## config.mk

```make
export PLATFORM = sky130hd
export DESIGN_NAME = first_fit_lifetime_placer
export DESIGN_NICKNAME = d
export VERILOG_FILES = /design/src/design/ffp_pkg.sv /design/src/design/ffp_ctrl.sv /design/src/design/ffp_dpath.sv /design/src/design/first_fit_lifetime_placer.sv
export SDC_FILE = /design/constraint.sdc
export NUM_CORES = 2
export LEC_CHECK = 0
export ABC_AREA = 1
export BUFFER_PORTS_ARGS = -buffer_cell sky130_fd_sc_hd__buf_2
export CAP_MARGIN = 5
export CORE_ASPECT_RATIO = 1.2
export CORE_MARGIN = 8
export CORE_UTILIZATION = 30
export CTS_CLUSTER_DIAMETER = 200
export CTS_CLUSTER_SIZE = 14
export DETAILED_ROUTE_END_ITERATION = 7
export PLACE_DENSITY = 0.56
export SKIP_LAST_GASP = 1
export SLEW_MARGIN = 20
export SYNTH_ARGS = -nofsm -noshare
export SYNTH_HDL_FRONTEND = slang
export SYNTH_SLANG_ARGS = --single-unit
```

## constraint.sdc

```tcl
create_clock -name i_clk -period 17.57 [get_ports i_clk]
set_clock_uncertainty 0.2 [all_clocks]
set_input_delay 0 -clock i_clk [delete_from_list [all_inputs] [get_ports i_clk]]
set_output_delay 0 -clock i_clk [all_outputs]
set_load 0.01 [all_outputs]
```

## src/design/ffp_pkg.sv

```systemverilog
// ffp_pkg: shared types and constants for the first-fit lifetime placer.
// Used by ffp_ctrl, ffp_dpath and first_fit_lifetime_placer. No dependencies.
`timescale 1ns / 1ps

package ffp_pkg;

    // fixed field widths of the item and result transactions
    localparam int SIZE_W   = 32;
    localparam int ALIGN_W  = 5;
    localparam int LIFE_W   = 16;
    localparam int MASK_W   = 16;
    localparam int OFFS_W   = 32;
    localparam int SLOT_W   = 4;
    localparam int PEAK_W   = 33;
    localparam int CFG_W    = 32;
    localparam int CFG_IDX_W = 1;

    // configuration register indexes
    localparam logic [CFG_IDX_W-1:0] CFG_FLOOR_BASE = 1'b0;
    localparam logic [CFG_IDX_W-1:0] CFG_POOL_CAP   = 1'b1;

    // result status codes
    localparam logic STATUS_PLACED = 1'b0;
    localparam logic STATUS_FULL   = 1'b1;

    typedef enum logic [2:0] {
        S_IDLE,
        S_CMP,
        S_BUMP,
        S_SAT,
        S_WRITE,
        S_REPORT
    } t_state;

    // controller -> datapath commands
    typedef struct packed {
        logic load;     // latch item, apply pool start, seed candidate
        logic cmp;      // one compare pass over all slots
        logic bump;     // raise candidate past the selected hit
        logic sat;      // saturate candidate, raise peak to floor
        logic write;    // record slot, update peak and count
        logic report;   // drive result registers
    } t_cmd;

    // datapath -> controller status
    typedef struct packed {
        logic hit;        // last compare pass found a blocking slot
        logic last_pass;  // pass budget used up
    } t_stat;

endpackage

```

## src/design/ffp_ctrl.sv

```systemverilog
// ffp_ctrl: sequencer for the placer; issues one command per state.
// Depends on ffp_pkg (t_state, t_cmd, t_stat).
`timescale 1ns / 1ps

module ffp_ctrl (
    input  logic          i_clk,
    input  logic          i_rst_n,
    input  logic          start,
    output logic          busy,
    input  ffp_pkg::t_stat i_stat,
    output ffp_pkg::t_cmd  o_cmd
);
    import ffp_pkg::*;

    t_state r_state;
    t_state n_state;

    always_ff @(posedge i_clk) begin
        if (!i_rst_n) begin
            r_state <= S_IDLE;
        end else begin
            r_state <= n_state;
        end
    end

    always_comb begin
        n_state = r_state;
        unique case (r_state)
            S_IDLE: begin
                if (start) begin
                    n_state = S_CMP;
                end
            end
            S_CMP: begin
                n_state = S_BUMP;
            end
            S_BUMP: begin
                if (i_stat.hit && !i_stat.last_pass) begin
                    n_state = S_CMP;
                end else begin
                    n_state = S_SAT;
                end
            end
            S_SAT: begin
                n_state = S_WRITE;
            end
            S_WRITE: begin
                n_state = S_REPORT;
            end
            S_REPORT: begin
                n_state = S_IDLE;
            end
            default: begin
                n_state = S_IDLE;
            end
        endcase
    end

    always_comb begin
        o_cmd = '0;
        busy  = 1'b1;
        unique case (r_state)
            S_IDLE: begin
                busy       = 1'b0;
                o_cmd.load = start;
            end
            S_CMP:    o_cmd.cmp    = 1'b1;
            S_BUMP:   o_cmd.bump   = 1'b1;
            S_SAT:    o_cmd.sat    = 1'b1;
            S_WRITE:  o_cmd.write  = 1'b1;
            S_REPORT: o_cmd.report = 1'b1;
            default:  busy         = 1'b1;
        endcase
    end

    // an accepted transaction always starts with a compare pass
    a_start_cmp: assert property (@(posedge i_clk) disable iff (!i_rst_n)
        (r_state == S_IDLE && start) |=> (r_state == S_CMP))
        else $error("accepted item did not enter compare pass");

    // every compare pass is followed by a bump decision
    a_cmp_bump: assert property (@(posedge i_clk) disable iff (!i_rst_n)
        (r_state == S_CMP) |=> (r_state == S_BUMP))
        else $error("compare pass not followed by bump");

endmodule

```

## src/design/ffp_dpath.sv

```systemverilog
// ffp_dpath: slot table, candidate search, peak tracking and result registers.
// Depends on ffp_pkg (field widths, codes, t_cmd, t_stat).
`timescale 1ns / 1ps

module ffp_dpath #(
    parameter int MAX_PLACED = 16,
    parameter int ADDR_BITS  = 32
) (
    input  logic                                i_clk,
    input  logic                                i_rst_n,
    input  ffp_pkg::t_cmd                       i_cmd,
    output ffp_pkg::t_stat                      o_stat,
    input  logic                                i_cfg_we,
    input  logic [ffp_pkg::CFG_IDX_W-1:0]       i_cfg_index,
    input  logic [ffp_pkg::CFG_W-1:0]           i_cfg_data,
    input  logic                                i_start_pool,
    input  logic [ffp_pkg::SIZE_W-1:0]          i_buf_size,
    input  logic [ffp_pkg::ALIGN_W-1:0]         i_align_log2,
    input  logic [ffp_pkg::LIFE_W-1:0]          i_life_start,
    input  logic [ffp_pkg::LIFE_W-1:0]          i_life_end,
    input  logic [ffp_pkg::MASK_W-1:0]          i_apart_mask,
    output logic [ffp_pkg::OFFS_W-1:0]          o_place_offset,
    output logic [ffp_pkg::SLOT_W-1:0]          o_slot_index,
    output logic [ffp_pkg::PEAK_W-1:0]          o_pool_peak,
    output logic                                o_cap_exceeded,
    output logic                                o_status,
    output logic                                o_done
);
    import ffp_pkg::*;

    localparam int OW  = ADDR_BITS;
    localparam int EW  = ADDR_BITS + 1;
    // wide enough for aligned candidates plus size without wrap
    localparam int CW  = ((EW > 32) ? EW : 32) + 2;
    localparam int NW  = $clog2(MAX_PLACED + 1);
    localparam int SW  = $clog2(MAX_PLACED);
    localparam int PW  = $clog2(MAX_PLACED + 2);
    localparam int MW  = (MAX_PLACED > MASK_W) ? MAX_PLACED : MASK_W;

    localparam logic [CW-1:0] OFF_MAX = CW'({OW{1'b1}});
    localparam logic [CW-1:0] END_MAX = CW'({EW{1'b1}});

    // configuration
    logic [CFG_W-1:0]   r_floor;
    logic [CFG_W-1:0]   r_cap;

    // latched item
    logic [SIZE_W-1:0]  r_size;
    logic [CW-1:0]      r_amask;
    logic [LIFE_W-1:0]  r_ls;
    logic [LIFE_W-1:0]  r_le;
    logic [MASK_W-1:0]  r_mask;

    // search state
    logic [OW-1:0]      r_fl;
    logic [CW-1:0]      r_cand;
    logic               r_hit;
    logic [EW-1:0]      r_sel;
    logic [PW-1:0]      r_pass;
    logic [OW-1:0]      r_off;

    // pool state
    logic [NW-1:0]      r_count;
    logic [EW-1:0]      r_peak;
    logic [OW-1:0]      r_slot_off [MAX_PLACED];
    logic [EW-1:0]      r_slot_end [MAX_PLACED];
    logic [LIFE_W-1:0]  r_slot_ls  [MAX_PLACED];
    logic [LIFE_W-1:0]  r_slot_le  [MAX_PLACED];

    // results
    logic [OFFS_W-1:0]  r_o_off;
    logic [SLOT_W-1:0]  r_o_slot;
    logic [EW-1:0]      r_o_peak;
    logic               r_o_status;
    logic               r_done;

    // ---------------- combinational ----------------
    logic [SIZE_W-1:0]  in_amask_n;
    logic [CW-1:0]      in_amask;
    logic [CW-1:0]      fl_wide;
    logic [OW-1:0]      fl_sat;
    logic [CW-1:0]      cand_seed;
    logic [CW-1:0]      cand_end;
    logic [MW-1:0]      mask_ext;
    logic [MAX_PLACED-1:0] hit_vec;
    logic [EW-1:0]      sel_end;
    logic [CW-1:0]      bumped;
    logic [CW-1:0]      end_sum;
    logic [EW-1:0]      end_sat;
    logic               full;
    logic [CW-1:0]      cnt_wide;

    // low-bit mask built at item width, then zero-extended
    assign in_amask_n = ~({SIZE_W{1'b1}} << i_align_log2);
    assign in_amask   = {{(CW-SIZE_W){1'b0}}, in_amask_n};
    assign fl_wide   = CW'(r_floor);
    assign fl_sat    = (|fl_wide[CW-1:OW]) ? {OW{1'b1}} : fl_wide[OW-1:0];
    assign cand_seed = (CW'(fl_sat) + in_amask) & ~in_amask;
    assign cand_end  = r_cand + CW'(r_size);
    assign mask_ext  = MW'(r_mask);

    always_comb begin
        for (int i = 0; i < MAX_PLACED; i++) begin
            hit_vec[i] = (NW'(i) < r_count)
                && ((r_ls < r_slot_le[i] && r_slot_ls[i] < r_le) || mask_ext[i])
                && (CW'(r_slot_off[i]) < cand_end)
                && (CW'(r_slot_end[i]) > r_cand);
        end
    end

    // lowest-index hit; any hit's end is a valid jump, no fit lies below it
    always_comb begin
        sel_end = '0;
        for (int i = MAX_PLACED - 1; i >= 0; i--) begin
            if (hit_vec[i]) begin
                sel_end = r_slot_end[i];
            end
        end
    end

    assign bumped   = (CW'(r_sel) + r_amask) & ~r_amask;
    assign end_sum  = CW'(r_off) + CW'(r_size);
    assign end_sat  = (end_sum > END_MAX) ? {EW{1'b1}} : end_sum[EW-1:0];
    assign full     = (r_count == NW'(MAX_PLACED));
    assign cnt_wide  = CW'(r_count);

    assign o_stat.hit       = r_hit;
    assign o_stat.last_pass = (r_pass == (PW'(r_count) + PW'(1)));

    // ---------------- control registers ----------------
    always_ff @(posedge i_clk) begin
        if (!i_rst_n) begin
            r_floor <= '0;
            r_cap   <= '0;
            r_count <= '0;
            r_peak  <= '0;
            r_done  <= 1'b0;
        end else begin
            r_done <= i_cmd.report;
            if (i_cfg_we) begin
                unique case (i_cfg_index)
                    CFG_FLOOR_BASE: r_floor <= i_cfg_data;
                    CFG_POOL_CAP:   r_cap   <= i_cfg_data;
                    default:        r_cap   <= r_cap;
                endcase
            end
            if (i_cmd.load && i_start_pool) begin
                r_count <= '0;
                r_peak  <= '0;
            end
            if (i_cmd.sat && (EW'(r_fl) > r_peak)) begin
                r_peak <= EW'(r_fl);
            end
            if (i_cmd.write && !full) begin
                r_count <= r_count + NW'(1);
                if (end_sat > r_peak) begin
                    r_peak <= end_sat;
                end
            end
        end
    end

    // ---------------- payload registers ----------------
    always_ff @(posedge i_clk) begin
        if (i_cmd.load) begin
            r_size  <= i_buf_size;
            r_amask <= in_amask;
            r_ls    <= i_life_start;
            r_le    <= i_life_end;
            r_mask  <= i_apart_mask;
            r_fl    <= fl_sat;
            r_cand  <= cand_seed;
            r_pass  <= '0;
        end
        if (i_cmd.cmp) begin
            r_hit  <= |hit_vec;
            r_sel  <= sel_end;
            r_pass <= r_pass + PW'(1);
        end
        if (i_cmd.bump && r_hit) begin
            r_cand <= bumped;
        end
        if (i_cmd.sat) begin
            r_off <= (r_cand > OFF_MAX) ? {OW{1'b1}} : r_cand[OW-1:0];
        end
        if (i_cmd.write) begin
            r_o_off <= OFFS_W'(r_off);
            if (!full) begin
                r_slot_off[r_count[SW-1:0]] <= r_off;
                r_slot_end[r_count[SW-1:0]] <= end_sat;
                r_slot_ls[r_count[SW-1:0]]  <= r_ls;
                r_slot_le[r_count[SW-1:0]]  <= r_le;
                r_o_slot   <= cnt_wide[SLOT_W-1:0];
                r_o_status <= STATUS_PLACED;
            end else begin
                r_o_slot   <= '0;
                r_o_status <= STATUS_FULL;
            end
        end
        if (i_cmd.report) begin
            r_o_peak <= r_peak;
        end
    end

    logic [CW-1:0] o_peak_wide;
    assign o_peak_wide    = CW'(r_o_peak);
    assign o_place_offset = r_o_off;
    assign o_slot_index   = r_o_slot;
    assign o_pool_peak    = o_peak_wide[PEAK_W-1:0];
    assign o_cap_exceeded = (r_cap != '0) && (o_peak_wide > CW'(r_cap));
    assign o_status       = r_o_status;
    assign o_done         = r_done;

    // table never holds more entries than it has
    a_count_bound: assert property (@(posedge i_clk) disable iff (!i_rst_n)
        r_count <= NW'(MAX_PLACED))
        else $error("placed count beyond table depth");

    // a bump past a hit always raises the candidate
    a_bump_rises: assert property (@(posedge i_clk) disable iff (!i_rst_n)
        (i_cmd.bump && r_hit) |=> (r_cand > $past(r_cand)))
        else $error("candidate did not rise on bump");

    // a clean pass leaves the candidate alone
    a_clean_hold: assert property (@(posedge i_clk) disable iff (!i_rst_n)
        (i_cmd.bump && !r_hit) |=> $stable(r_cand))
        else $error("candidate moved after clean pass");

    // peak never falls below the saturated floor once raised for an item
    a_peak_floor: assert property (@(posedge i_clk) disable iff (!i_rst_n)
        i_cmd.write |-> (r_peak >= EW'(r_fl)))
        else $error("peak below floor at write");

endmodule

```

## src/design/first_fit_lifetime_placer.sv

```systemverilog
// first_fit_lifetime_placer: top level of the first-fit buffer placer.
// Instantiates ffp_ctrl and ffp_dpath; depends on ffp_pkg.
`timescale 1ns / 1ps
//
// Channel   Direction  Handshake                       Payload
// item      in         start & !busy                   i_start_pool, i_buf_size,
//                                                      i_align_log2, i_life_start,
//                                                      i_life_end, i_apart_mask
// result    out        o_done, one cycle, no stall     o_place_offset, o_slot_index,
//                                                      o_pool_peak, o_cap_exceeded,
//                                                      o_status
// config    in         i_cfg_valid & o_cfg_ready       i_cfg_index, i_cfg_data
//
// Sequence: after accept, each compare/bump pass over the slot table either
//   bumps the candidate past a blocking slot or ends the loop; passes stop
//   when one is clean or when placed slots plus one have been made. Then
//   come saturate, record and report, and o_done is registered from report.
// The next item may be accepted in the cycle the strobe is shown.
// Reset: synchronous, active low; empties the table, zeroes peak and config.
// Stalls: the receiver cannot stall; results are shown for exactly one cycle.
// Config is always ready and must only be written while busy is low.

module first_fit_lifetime_placer #(
    parameter int MAX_PLACED = 16,
    parameter int ADDR_BITS  = 32
) (
    input  logic                                i_clk,
    input  logic                                i_rst_n,
    // item transaction
    input  logic                                start,
    output logic                                busy,
    input  logic                                i_start_pool,
    input  logic [ffp_pkg::SIZE_W-1:0]          i_buf_size,
    input  logic [ffp_pkg::ALIGN_W-1:0]         i_align_log2,
    input  logic [ffp_pkg::LIFE_W-1:0]          i_life_start,
    input  logic [ffp_pkg::LIFE_W-1:0]          i_life_end,
    input  logic [ffp_pkg::MASK_W-1:0]          i_apart_mask,
    // result transaction
    output logic                                o_done,
    output logic [ffp_pkg::OFFS_W-1:0]          o_place_offset,
    output logic [ffp_pkg::SLOT_W-1:0]          o_slot_index,
    output logic [ffp_pkg::PEAK_W-1:0]          o_pool_peak,
    output logic                                o_cap_exceeded,
    output logic                                o_status,
    // configuration transaction
    input  logic                                i_cfg_valid,
    output logic                                o_cfg_ready,
    input  logic [ffp_pkg::CFG_IDX_W-1:0]       i_cfg_index,
    input  logic [ffp_pkg::CFG_W-1:0]           i_cfg_data
);
    import ffp_pkg::*;

    t_cmd  cmd;
    t_stat stat;

    // registers are plain flops, so a write is always accepted
    assign o_cfg_ready = 1'b1;

    // sequencer: load, then compare/bump passes until clean or the pass
    // budget is used up, then saturate, record and report
    ffp_ctrl u_ctrl (
        .i_clk   (i_clk),
        .i_rst_n (i_rst_n),
        .start   (start),
        .busy    (busy),
        .i_stat  (stat),
        .o_cmd   (cmd)
    );

    // slot table, candidate search and pool bookkeeping
    ffp_dpath #(
        .MAX_PLACED (MAX_PLACED),
        .ADDR_BITS  (ADDR_BITS)
    ) u_dpath (
        .i_clk          (i_clk),
        .i_rst_n        (i_rst_n),
        .i_cmd          (cmd),
        .o_stat         (stat),
        .i_cfg_we       (i_cfg_valid & o_cfg_ready),
        .i_cfg_index    (i_cfg_index),
        .i_cfg_data     (i_cfg_data),
        .i_start_pool   (i_start_pool),
        .i_buf_size     (i_buf_size),
        .i_align_log2   (i_align_log2),
        .i_life_start   (i_life_start),
        .i_life_end     (i_life_end),
        .i_apart_mask   (i_apart_mask),
        .o_place_offset (o_place_offset),
        .o_slot_index   (o_slot_index),
        .o_pool_peak    (o_pool_peak),
        .o_cap_exceeded (o_cap_exceeded),
        .o_status       (o_status),
        .o_done         (o_done)
    );

endmodule

```

* Yosys cells after proc, flatten, opt, wreduce, memory -nomap -nowiden
Memories as Yosys holds them, arrays and structs flattened.
Cells that the tools add are included.
** Cells by class
- Bitwise operators :: 6
- Reductions and logical operators :: 96
- Multiplexer cells :: 41
- Shifts and indexed selects :: 1
- Add/subtract/negate cells :: 6
- Magnitude comparators :: 85
- Eq/ne operators :: 8
** Operators with widths (number)
- $mux 33 :: 21
- $gt 33x35->1 :: 16
- $lt 32x35->1 :: 16
- $lt 16x16->1 :: 32
- $and 35x35->35 :: 2
- $logic_and 1x1->1 :: 70
- $mux 35 :: 2
- $not 32->35 :: 2
- $add 32x32->33 :: 2
- $lt 4x5->1 const A :: 8
- $add 35x32->35 :: 1
- $gt 35x32->1 const B :: 1
- $gt 35x33->1 const B :: 1
- $add 33x32->34 :: 1
- $gt 32x33->1 :: 1
- $gt 33x32->1 :: 1
- $gt 33x33->1 :: 1
- $not 32->32 :: 1
- $reduce_bool 32->1 :: 1
- $shl 32x5->32 const A :: 1
- $lt 3x5->1 const A :: 4
- $mux 5 :: 4
- $logic_or 1x1->1 :: 16
- $reduce_or 16->1 :: 1
- other kinds (18) :: 37
** Word-level totals
- Logic and storage cells :: 268
- Bits in registers :: 426
- Memories :: 4
- Output and inout port bits :: 74
- Memory bits (writable) :: 1552
- Input bits :: 123
** Memories
- u_dpath.r_slot_end :: words 16, width 33, rd ports 16, clocked after memory_dff 0, wr ports 1, line ffp_dpath.sv:66 : logic [EW-1:0] r_slot_end [MAX_PLACED];
- u_dpath.r_slot_off :: words 16, width 32, rd ports 16, clocked after memory_dff 0, wr ports 1, line ffp_dpath.sv:65 : logic [OW-1:0] r_slot_off [MAX_PLACED];
- u_dpath.r_slot_le :: words 16, width 16, rd ports 16, clocked after memory_dff 0, wr ports 1, line ffp_dpath.sv:68 : logic [LIFE_W-1:0] r_slot_le [MAX_PLACED];
- u_dpath.r_slot_ls :: words 16, width 16, rd ports 16, clocked after memory_dff 0, wr ports 1, line ffp_dpath.sv:67 : logic [LIFE_W-1:0] r_slot_ls [MAX_PLACED];

* Logic depth before layout (Yosys ltp)
An unclocked memory read counts as a cell.
- Depth after elaboration :: 23
- Gate-level depth with buffers :: 46
- Mapped depth without buffers :: 45

* Modules after synthesis
A second synthesis with hierarchy kept.
** Unflattened totals
- Cell total of the unflattened synthesis :: 9990
- Area, all modules :: 109724.0 um^2
** By module, submodules not included
- ffp_dpath :: cells an instance 9959, times used 1, area an instance 109540.1 um^2, seq. area each 58215.8 um^2
- ffp_ctrl :: cells an instance 29, times used 1, area an instance 172.7 um^2, seq. area each 60.1 um^2
- first_fit_lifetime_placer :: cells an instance 2, times used 1, area an instance 11.3 um^2, seq. area each 0.0 um^2

* Worst setup path after synthesis
Ideal clock, no wire load.
- Path kind :: register to register
- Start :: reg u_ctrl.r_state[1]
- End :: reg u_dpath.r_peak[13]
- Arrival time :: 8.449 ns
- Path buffers :: 1
- Data required time :: 17.253 ns
- Library setup time :: 0.117 ns
- Period minus slack after synthesis :: 8.766 ns
- Stages on the path, launching flop included :: 14
- Slack :: 8.804 ns
- Cells stage by stage :: dfxtp_1 -> nor2_1 -> inv_1 -> nor2_1 -> inv_1 -> nor2_1 -> nand2_1 -> clkbuf_1 -> nand2_1 -> nand2_1 -> o21ai_0 -> nand2_1 -> o211ai_1 -> inv_1
** RTL lines
- start: declaration :: line ffp_ctrl.sv:15 : t_state r_state;
- start signal: assignment :: line ffp_ctrl.sv:22 : r_state <= n_state;
- end signal: assignment :: line ffp_dpath.sv:152 : r_peak <= EW'(r_fl);
- end signal: assignment :: line ffp_dpath.sv:157 : r_peak <= end_sat;
- end: declaration :: line ffp_dpath.sv:64 : logic [EW-1:0] r_peak;

* Worst setup path in the final report
- Start :: reg u_dpath.r_off[3]
- End :: reg u_dpath.r_peak[10]
** On the way
- Longest elaborated chain between the ends :: 6
** Ends and longest elaborated chain
- start: declaration :: line ffp_dpath.sv:60 : logic [OW-1:0] r_off;
- start signal: assignment :: line ffp_dpath.sv:184 : r_off <= (r_cand > OFF_MAX) ? {OW{1'b1}} : r_cand[OW-1:0];
- $add 32x32->33 (*) :: line ffp_dpath.sv:122 : assign end_sum = CW'(r_off) + CW'(r_size);
- $gt 35x33->1 :: line ffp_dpath.sv:123 : assign end_sat = (end_sum > END_MAX) ? {EW{1'b1}} : end_sum[EW-1:0];
- $mux 33 (*) :: line ffp_dpath.sv:123
- named net u_dpath.end_sat[30] :: line ffp_dpath.sv:89 : logic [EW-1:0] end_sat;
- $gt 33x33->1 (*) :: line ffp_dpath.sv:156 : if (end_sat > r_peak) begin
- $mux 33 (*) :: line ffp_dpath.sv:156
- $mux 33 (*) :: line ffp_dpath.sv:154 : if (i_cmd.write && !full) begin
The timed path passes the listed nets; every way through them passes the cells marked *.
A chain may end at the register's enable or synchronous reset.

==> metrics.yaml <==
status: "completed"
seq_area_frac_synth: 0.527
gr-usage-all-layers: 0.189
rsz0062_at_grt: "false"
cp_slowest_cell: "edfxtp_1"
synth-edff-count: 1870
synth_area_leaders: "edfxtp_1 (51%), ha_1 (19%), nand2_1 (5.9%), a21oi_1 (4.2%), inv_1 (3.3%)"
max_freq_ghz: 0.112
start_util: 0.301
cp_data_arrival_time_ns: 9.47
synthFlopType: "edfxtp_1"
leakagePower_nw: 51.6
detail_route.first_pass.iterations: 6
fillers: 36800
crit_fanout: 27
avgSynthCellArea_sq_um: 10.8
chipWidth_microns: 570
grt_overflow: 0
postPlaceCellArea_sq_um: 119000
cts_max_level: 4
rows: 244
cts_tree: "done"
yosysTopAreaCell: "edfxtp_1"
post-place-ws_ns: 8.85
io_pins: 197
setup-tns-final_ns: 0
final_common_cell: "edfxtp_1"
vias_per_cell: 5.12
cts.sinks: 1976
syn_nets: 12100
worst_slew_margin_rel: 0.219
setup_viol: 0
yosysWarningCount: 0
die_h_microns: 681
post-route-period-util: 0.508
maxCapViolCount: 0
dp.cells: 15400
grt_pass1_wl_mm: 545
antenna_found_initial: 31
timing.final.ws_setup_ns: 8.65
synth_cells: 10200
worstHoldPathType: "input pin to register"
layout.nets: 12800
dr.first_iter.drc_count: 7261
worstSetupEndpointType: "register"
netlist.area_leader.share: 0.507
wl_per_cell_microns: 24.0
synth_cell_type_count: 83
cts-root-buf: "clkbuf_16"
grt_max_degree: 100
ys_ff_latch: 1976
cpPeakStageDelay_ns: 0.99
final_cell_count_no_fill: 15900
syn_area_sq_um: 111000
dp_hpwl_mm: 266
fin_crit_ns: 8.92
area_growth_pct: 14.3
clock_path_buffers: 4
final_antenna_net_count: 0
critPathRequiredTime_ns: 18.12
drive_gt1_frac: 0.0773
vdd_drop_max_v: 0.0000847
p_per_area_nw_per_um2: 94.2
final_area_sq_um: 127000
grt_pass1_vias: 79300
critPathLaunchType: "register"
drc_errors: 0
clk_pin_slew_ns: 0.08
dr_total_vias: 81400
whs_ns: 0.0777
postCtsResizedCells: 0
worst_slew_pin_slew_ns: 1.16
multi_input_area_sq_um: 48300
slew_viol_final: 0
coreArea_sq_um: 368000
final_cell_mix: "edfxtp_1 (1870), nand2_1 (1735), ha_1 (1698)"
drt-total-wl_mm: 382
ys_async_sr_fraction: 0
criticalPathCategory: "register to register"
seq_area_sq_um: 58300
die_area_sq_um: 389000
portBuffers: 195
cts_setup_buffers: 0
numCtsBuffers: 167
clkLatencyLatePin_ns: 0.90
gp_congestion: 0.932
hold_violations: 0
crit_top_cell: "inv_1"
==> state kept, by name, summed over array words and instances (netlist names), 5 cells and up <==
signal,cells
u_dpath.fl_sat,32
u_dpath.mask_ext,16
u_dpath.o_place_offset,32
u_dpath.o_pool_peak,33
u_dpath.r_amask,31
u_dpath.r_cand,34
u_dpath.r_cap,32
u_dpath.r_count,5
u_dpath.r_fl,32
u_dpath.r_le,16
u_dpath.r_ls,16
u_dpath.r_off,32
u_dpath.r_pass,5
u_dpath.r_peak,33
u_dpath.r_sel,33
u_dpath.r_size,32
u_dpath.r_slot_end,528
u_dpath.r_slot_le,256
u_dpath.r_slot_ls,256
u_dpath.r_slot_off,512
==> synth_stat cells (61+ instances only) <==
| cell type | number |
|---|---|
| nor3_1 | 136 |
| nand2_1 | 1738 |
| dfxtp_1 | 106 |
| a21oi_1 | 938 |
| clkbuf_1 | 87 |
| nand4_1 | 185 |
| xor2_1 | 61 |
| edfxtp_1 | 1870 |
| nand3_1 | 317 |
| a211oi_1 | 77 |
| o21ai_0 | 453 |
| o211ai_1 | 119 |
| inv_1 | 964 |
| ha_1 | 1698 |
| nor2_1 | 736 |
==> kinds of logic (layout without fill, tap and decap cells) <==
group           after synthesis  in the layout  synth area share
compound gates             1952           1952             0.102
other cells                   1             11         0.0000339
flops                      1976           1976             0.527
simple gates               3331           3331             0.129
fa+ha+maj                  1703           1703             0.193
buf+inv                    1168           1910            0.0420
xor+xnor                     97             97           0.00768
==> final cells by class <==
cell class,count,share of cell area
Clock buffer,193,0.0345
Timing Repair Buffer,719,0.0444
Sequential cell,1976,0.461
Tap cell,4920,0.0487
Clock inverter,4,0.000267
Multi-Input combinational cell,7084,0.382
Inverter,994,0.0295
Antenna cell,10,0.000198
==> worst max-delay path, delay by kind of cell, from the launching register on <==
| family | cells | cell delay (ns) |
|---|---|---|
| DFF | 1 | 0.99 |
| buffers and inverters | 8 | 1.81 |
| and+or+nand+nor | 10 | 1.67 |
| AOI/OAI and AO/OA | 12 | 2.53 |
| adders and majority gates | 2 | 0.94 |
| xor gates and xnor gates | 1 | 0.60 |
==> per-layer routing <==
metal  up-vias  global-route usage  wire length [microns]
met1     39400               0.238                 158000
met4        10               0.106                  25200
met3       829              0.0277                  24400
li1      38200                   -                      -
met5         -                   0                     69
met2      2874               0.311                 174000
==> where the power goes <==
part | switching, mW | internal (mW) | total (mW)
clock | 1.73 | 1.74 | 3.47
combinational | 2.10 | 0.986 | 3.08
sequential | 0.0745 | 5.30 | 5.37
==> timing repair <==
action | in CTS | in global routing
hold buffers | 285 | 0
setup endpoints to repair | 0 | 0
hold endpoints to repair | 316 | 0
==> path summary, 6_finish.rpt <==
check | startpoint | end | slack [ns] | cells after the start
max | u_dpath.r_off[3]$_SDFFCE_PN1N_ | u_dpath.r_peak[10]$_SDFF_PN0_ | 8.65 | 33
min | i_align_log2[3] | u_dpath.r_amask[7]$_DFFE_PP_ | 0.08 | 4
max reg2reg | u_dpath.r_off[3]$_SDFFCE_PN1N_ | u_dpath.r_peak[10]$_SDFF_PN0_ | 8.65 | 33
min reg2reg | u_dpath.r_peak[19]$_SDFF_PN0_ | u_dpath.o_pool_peak[19]$_DFFE_PP_ | 0.27 | 0
==> per-stage QoR <==
stage               total power [mW]  utilization
global route                    12.5        0.344
finish                          11.9        0.344
CTS                             12.0        0.344
detailed placement              8.47        0.324
global placement                8.43        0.324
floorplan                       7.21            -
No activity file was read; power rests on OpenSTA's default activity.
